$ cat config.mk
export PLATFORM = sky130hd
export DESIGN_NAME = tsrb_lane
export DESIGN_NICKNAME = d
export VERILOG_FILES = /design/src/rtl/core/tsrb_pkg.sv /design/src/rtl/core/tsrb_lane.sv
export SDC_FILE = /design/constraint.sdc
export NUM_CORES = 1
export LEC_CHECK = 0
export BUFFER_PORTS_ARGS = -buffer_cell sky130_fd_sc_hd__buf_2
export CAP_MARGIN = 40
export CORE_MARGIN = 8
export CORE_UTILIZATION = 39
export DETAILED_ROUTE_END_ITERATION = 8
export SYNTH_ARGS = -nofsm -noshare
export SYNTH_HDL_FRONTEND = slang
export SYNTH_SLANG_ARGS = --single-unit
$ cat constraint.sdc
create_clock -name vclk -period 21
set_input_delay 3.15 -clock vclk [all_inputs]
set_output_delay 3.15 -clock vclk [all_outputs]
set_load 0.05 [all_outputs]
$ cat src/rtl/core/tsrb_pkg.sv
package tsrb_pkg;

  localparam int MAX_WIDTH  = 4096;
  localparam int MAX_HEIGHT = 4096;

  localparam int COL_W      = $clog2(MAX_WIDTH);
  localparam int ROW_W      = $clog2(MAX_HEIGHT);
  localparam int DIM_W      = 13;
  localparam int PCT_W      = 7;
  localparam int PIX_W      = 8;

  localparam int CFG_IDX_W  = 3;
  localparam int CFG_DATA_W = DIM_W;

  // row position: 100*row, then x and the tanh arguments
  localparam int QX_W       = ROW_W + 7;
  localparam int N_W        = QX_W + 3;
  localparam int PCT_SCALE  = 100;
  localparam int X_OFS      = 50;

  // iterative divider
  localparam int DIV_W      = 64;
  localparam int DEN_W      = 32;
  localparam int CNT_W      = 7;

  // tanh fixed point
  localparam int TERM_W     = 31;
  localparam int SUM_W      = 32;
  localparam int DK_W       = 12;
  localparam int K_W        = 5;
  localparam int K_TERMS    = 24;
  localparam int IP_W       = 6;
  localparam int IP_MAX     = 32;
  localparam int T_W        = 17;
  localparam int A_W        = 17;
  localparam int DF_W       = T_W + 2;
  localparam int DIFF_MAX   = 131072;
  localparam int ACC_W      = A_W + PIX_W + 1;
  localparam int HALF_Q16   = 32768;
  localparam int PIX_MAX    = 255;

  localparam logic [DIV_W-1:0] ONE_Q30  = 64'h4000_0000;
  // truncated 24-term Taylor sum of e^1 in Q30
  localparam logic [DIV_W-1:0] EXP1_Q30 = 64'd2918732883;
  localparam int               EM1_W    = 30;
  localparam logic [EM1_W-1:0] EM1      =
      EM1_W'(((64'd1 << 60) + EXP1_Q30 / 2) / EXP1_Q30);
  localparam logic [A_W-1:0]   ONE_Q16  = 17'h10000;

  localparam logic [PCT_W-1:0] DECAY_RST  = 7'd6;
  localparam logic [PCT_W-1:0] CENTER_RST = 7'd0;
  localparam logic [PCT_W-1:0] BAND_RST   = 7'd20;
  localparam logic [DIM_W-1:0] HEIGHT_RST = 13'd480;
  localparam logic [DIM_W-1:0] WIDTH_RST  = 13'd640;

  typedef enum logic [CFG_IDX_W-1:0] {
    CFG_DECAY,
    CFG_BAND_CENTER,
    CFG_BAND_HEIGHT,
    CFG_IMAGE_HEIGHT,
    CFG_IMAGE_WIDTH
  } cfg_idx_e;

  typedef enum logic [1:0] {
    TOP_IDLE,
    TOP_WEIGHT,
    TOP_EMIT
  } top_state_e;

  typedef enum logic [1:0] {
    WT_IDLE,
    WT_POS,
    WT_TANH
  } wt_state_e;

  typedef enum logic [3:0] {
    TH_IDLE,
    TH_SPLIT,
    TH_TERM,
    TH_TERM_WAIT,
    TH_INV,
    TH_INV_WAIT,
    TH_POW,
    TH_FIN,
    TH_FIN_WAIT
  } th_state_e;

  typedef struct packed {
    logic [PCT_W-1:0] decay;
    logic [PCT_W-1:0] band_center;
    logic [PCT_W-1:0] band_height;
    logic [DIM_W-1:0] image_height;
    logic [DIM_W-1:0] image_width;
  } cfg_t;

  typedef struct packed {
    logic             frame_start;
    logic [PIX_W-1:0] orig_blue;
    logic [PIX_W-1:0] orig_green;
    logic [PIX_W-1:0] orig_red;
    logic [PIX_W-1:0] blur_blue;
    logic [PIX_W-1:0] blur_green;
    logic [PIX_W-1:0] blur_red;
  } in_item_t;

  typedef struct packed {
    logic [PIX_W-1:0] out_blue;
    logic [PIX_W-1:0] out_green;
    logic [PIX_W-1:0] out_red;
  } out_item_t;

endpackage

$ cat src/rtl/core/tsrb_lane.sv
module tsrb_lane (
  input  logic [tsrb_pkg::PIX_W-1:0] orig_i,
  input  logic [tsrb_pkg::PIX_W-1:0] blur_i,
  input  logic [tsrb_pkg::A_W-1:0]   alpha_i,
  output logic [tsrb_pkg::PIX_W-1:0] px_o
);
  import tsrb_pkg::*;

  logic [ACC_W-1:0] acc;
  logic [ACC_W-17:0] v;

  assign acc = ACC_W'(alpha_i) * ACC_W'(orig_i)
             + ACC_W'(ONE_Q16 - alpha_i) * ACC_W'(blur_i)
             + ACC_W'(HALF_Q16);
  assign v    = acc[ACC_W-1:16];
  assign px_o = (v > (ACC_W-16)'(PIX_MAX)) ? PIX_W'(PIX_MAX) : v[PIX_W-1:0];

endmodule

* Word level (Yosys, flattened, before mapping)
Cells that the tools add are included.
** Storage, ports and cells
- Register bits after elaboration :: 0
- Bits of input ports :: 33
- Logic and storage cells :: 7
** Operators by class
- Add/subtract/negate cells :: 3
- Multiply operators :: 2
- Order comparisons :: 1
- Mux-type cells :: 1
** Operator list (count)
- $add A25 B26 Y26 :: 1
- $add A26 B16 Y26 const B :: 1
- $mul A18 B9 Y26 :: 1
- $mul A17 B8 Y25 :: 1
- $sub A17 B17 Y18 const A :: 1
- $gt A10 B8 Y1 const B :: 1
- $mux W8 :: 1

* Logic depth before layout (Yosys ltp)
- Word-level depth :: 6
- Depth in mapped cells :: 27

* Least setup slack after synthesis
No wires, ideal clock.
- Path type :: input to output
- From :: input alpha_i[5] in the netlist's numbering
- To :: output px_o[3] in the netlist's numbering
- Arrival time :: 9947 ps
- Data required time :: 17850 ps
- Slack :: 7903 ps
- Stages on the path :: 21
- Cell sequence :: buf_2 -> nor4_1 -> nand2_1 -> nor4_1 -> xnor2_1 -> nand2_1 -> fa_1 -> inv_1 -> fa_1 -> fa_1 -> fa_1 -> fa_1 -> inv_1 -> fa_1 -> inv_1 -> ha_1 -> a211oi_2 -> o21ai_1 -> a221o_1 -> o2111a_1 -> o311ai_1
** On the way
- Longest elaborated chain between the ends :: 6
** Ends and longest elaborated chain
- from (decl) :: line tsrb_lane.sv:4 : input logic [tsrb_pkg::A_W-1:0] alpha_i,
- $sub A17 B17 Y18 :: line tsrb_lane.sv:13 : + ACC_W'(ONE_Q16 - alpha_i) * ACC_W'(blur_i)
- $mul A18 B9 Y26 :: line tsrb_lane.sv:13
- $add A25 B26 Y26 (*) :: line tsrb_lane.sv:13
- $add A26 B16 Y26 (*) :: line tsrb_lane.sv:14 : + ACC_W'(HALF_Q16);
- $gt A10 B8 Y1 :: line tsrb_lane.sv:16 : assign px_o = (v > (ACC_W-16)'(PIX_MAX)) ? PIX_W'(PIX_MAX) : v[PIX_W-1:0];
- $mux W8 (*) :: line tsrb_lane.sv:16
- to (decl) :: line tsrb_lane.sv:5 : output logic [tsrb_pkg::PIX_W-1:0] px_o
Mark *: on every way between the ends. The rest lies on a longest branch, timed or not.

* Worst setup path in the final report
- From :: input alpha_i[9] in the netlist's numbering
- To :: output px_o[6] in the netlist's numbering
The elaborated chain is that of the path after synthesis.

==> metrics.csv <==
stage,metric,value,unit
place,dp.cells,1441,
timing,finalMaxSlewViolations,0,
global_routing,grt_util_met1,20.06,%
cells_and_area,finish.net_count,1488,
global_routing,busiest_layer,met2,
critical_path,crit_start,alpha_i[9],
cts,cts-hold-fix-buffers,0,
routing,vias_per_cell,4.848,
global_routing,use_met3,0.5445,%
critical_path,path_buf_inv,7,
timing,slew-limit-headroom,41.82,%
run_status,status,"complete, no violations",
timing,period_share,65.18,%
timing,holdWs,7499,ps
synthesis,syn_inst,1115,
global_routing,met2_usage,26.99,%
synthesis,ys_seq_area_share,0,%
timing,rsz0062_at_grt,false,
critical_path,endpoint_kind,primary output,
min_path,hold_end,px_o[1],
cells_and_area,seq_cells,0,
critical_path,cp_common_cell,fa_1,
timing,final.min_clock_period,13690,ps
routing,ant_nets,0,
routing,detailroute.via_count,6986,
routing,wirelength,22110,µm
critical_path,cpPeakStageDelay,690,ps
synthesis,synthesis.nets,1484,
cts,cts_setup_buffers,0,
cells_and_area,syn2layout_area_growth,4.750,%
die,placementRows,57,
routing,wl_per_cell,15.34,µm
die,core-area,24390,µm²
critical_path,path_delay_family,adder cells,
cells_and_area,fillCellCount,2522,
flow_run,maxCapViolCount,0,
synthesis,synth.most_common_cell,inv_1,
die,pin_count,41,
cells_and_area,seqCellArea,0,µm²
synthesis,synth_area_leaders,"fa_1 50%, ha_1 12%, inv_1 12%",
global_routing,grt_pass1_wl,37690,µm
place,routabilityCongestion,0.8254,
critical_path,arrival,10540,ps
synthesis,syn_area,9692,µm²
critical_path,critical_path_peak_fanout,10,
cells_and_area,clkbuf_count,0,
synthesis,ys_types,47,
timing,setup_viol,0,
routing,drt-pass1-iter-count,5,
cells_and_area,diodes,0,
place,port_buffers,41,
cells_and_area,layout-drive-gt1-share,5.103,%
global_routing,grt_max_degree,19,
min_path,holdPathStages,8,
cts,cts_resized,0,
global_routing,antenna_found_initial,0,
synthesis,syn_avg_cell_area,8.692,µm²
global_routing,track_usage,15.04,%
die,die_area,30150,µm²
die,initial_core_util,39.74,%
global_routing,overflow,0,
die,dieWidth,173.6,µm
synthesis,yosysWarnings,0,
routing,drc,0,
min_path,hp-start,orig_i[0],
synthesis,synth.top_cell.area_share,50.19,%
timing,fmax,73.06,MHz
place,place_hpwl,19250,µm
timing,tightest_slew,866.5,ps
critical_path,critical_path_class,primary input to primary output,
min_path,holdCritPathClass,primary input to primary output,
cells_and_area,final_util,41.62,%
critical_path,critPathLaunchType,primary input,
timing,tns,0,ps
routing,drtIter0Drc,269,
timing,hold_viol,0,
critical_path,crit_path_top_delay_cell,fa_1,
synthesis,synth_common_cells,"309 x inv_1, 243 x fa_1, 186 x nand2_1",
die,fp.dieH,173.6,µm
cells_and_area,instances_no_fill,1441,
global_routing,grt_pass1_vias,7417,
critical_path,cp.required,17850,ps
synthesis,synth_top_area_cell,fa_1,
==> metal layers <==
layer	vias to the layer above	share of wire, %	routed length (µm)
met2	163	52	11420
met5	-	0	0
li1	3233	-	-
met3	20	3.5	776
met4	0	2.0	450
met1	3570	43	9454
==> kinds of logic (layout without fill, tap and decap cells) <==
kind of cell	after synthesis	after routing	synth area share, %
AND/OR/NAND/NOR	345	345	17.47
multiplexers	1	1	0.1162
buffers and inverters	348	350	13.52
AO/OA/AOI/OAI	58	58	4.105
adder cells (fa/ha/maj)	336	336	62.20
XOR/XNOR	27	27	2.595
==> placed cells by master, fill, tap and decap left out, drive strengths merged, types with 2 or more instances in the layout <==
master	synthesis	final
a211oi	3	3
a21o	3	3
nor3	9	9
inv	309	309
and3	4	4
xor2	8	8
nand4	3	3
o211ai	9	9
a31oi	2	2
ha	93	93
o21a	5	5
buf	5	41
nor2	15	15
xnor2	19	19
a21oi	16	16
and2	111	111
a21boi	2	2
o21bai	2	2
nor4	4	4
nand2	186	186
nand3b	3	3
o21ai	10	10
fa	243	243
nand3	5	5
==> layout make-up <==
| cell class | instances | area, µm² | area share (%) |
|---|---|---|---|
| inverter | 309 | 1160 | 11.42 |
| multi-input combinational | 767 | 8382 | 82.56 |
| tap | 324 | 405.4 | 3.993 |
| timing repair buffer | 41 | 205.2 | 2.021 |
==> worst max path at each step <==
stage | endpoint | slack (ps) | cells past startpoint
after floorplan | px_o[3] | 7900 | 21
after global placement | px_o[7] | 7340 | 25
after detailed placement | px_o[6] | 7370 | 25
after CTS | px_o[6] | 7340 | 25
after global routing | px_o[6] | 6950 | 25
final | px_o[6] | 7310 | 25
==> per-stage QoR <==
stage,cell area (µm²),worst slack (ps)
floorplan,9692,7903
global placement,10150,7342
finish,10150,7312
detailed placement,10150,7366
global route,10150,6949
CTS,10150,7338
Power is not shown: default switching activity piles up to over one toggle a cycle in this logic, so the estimate is an artifact.
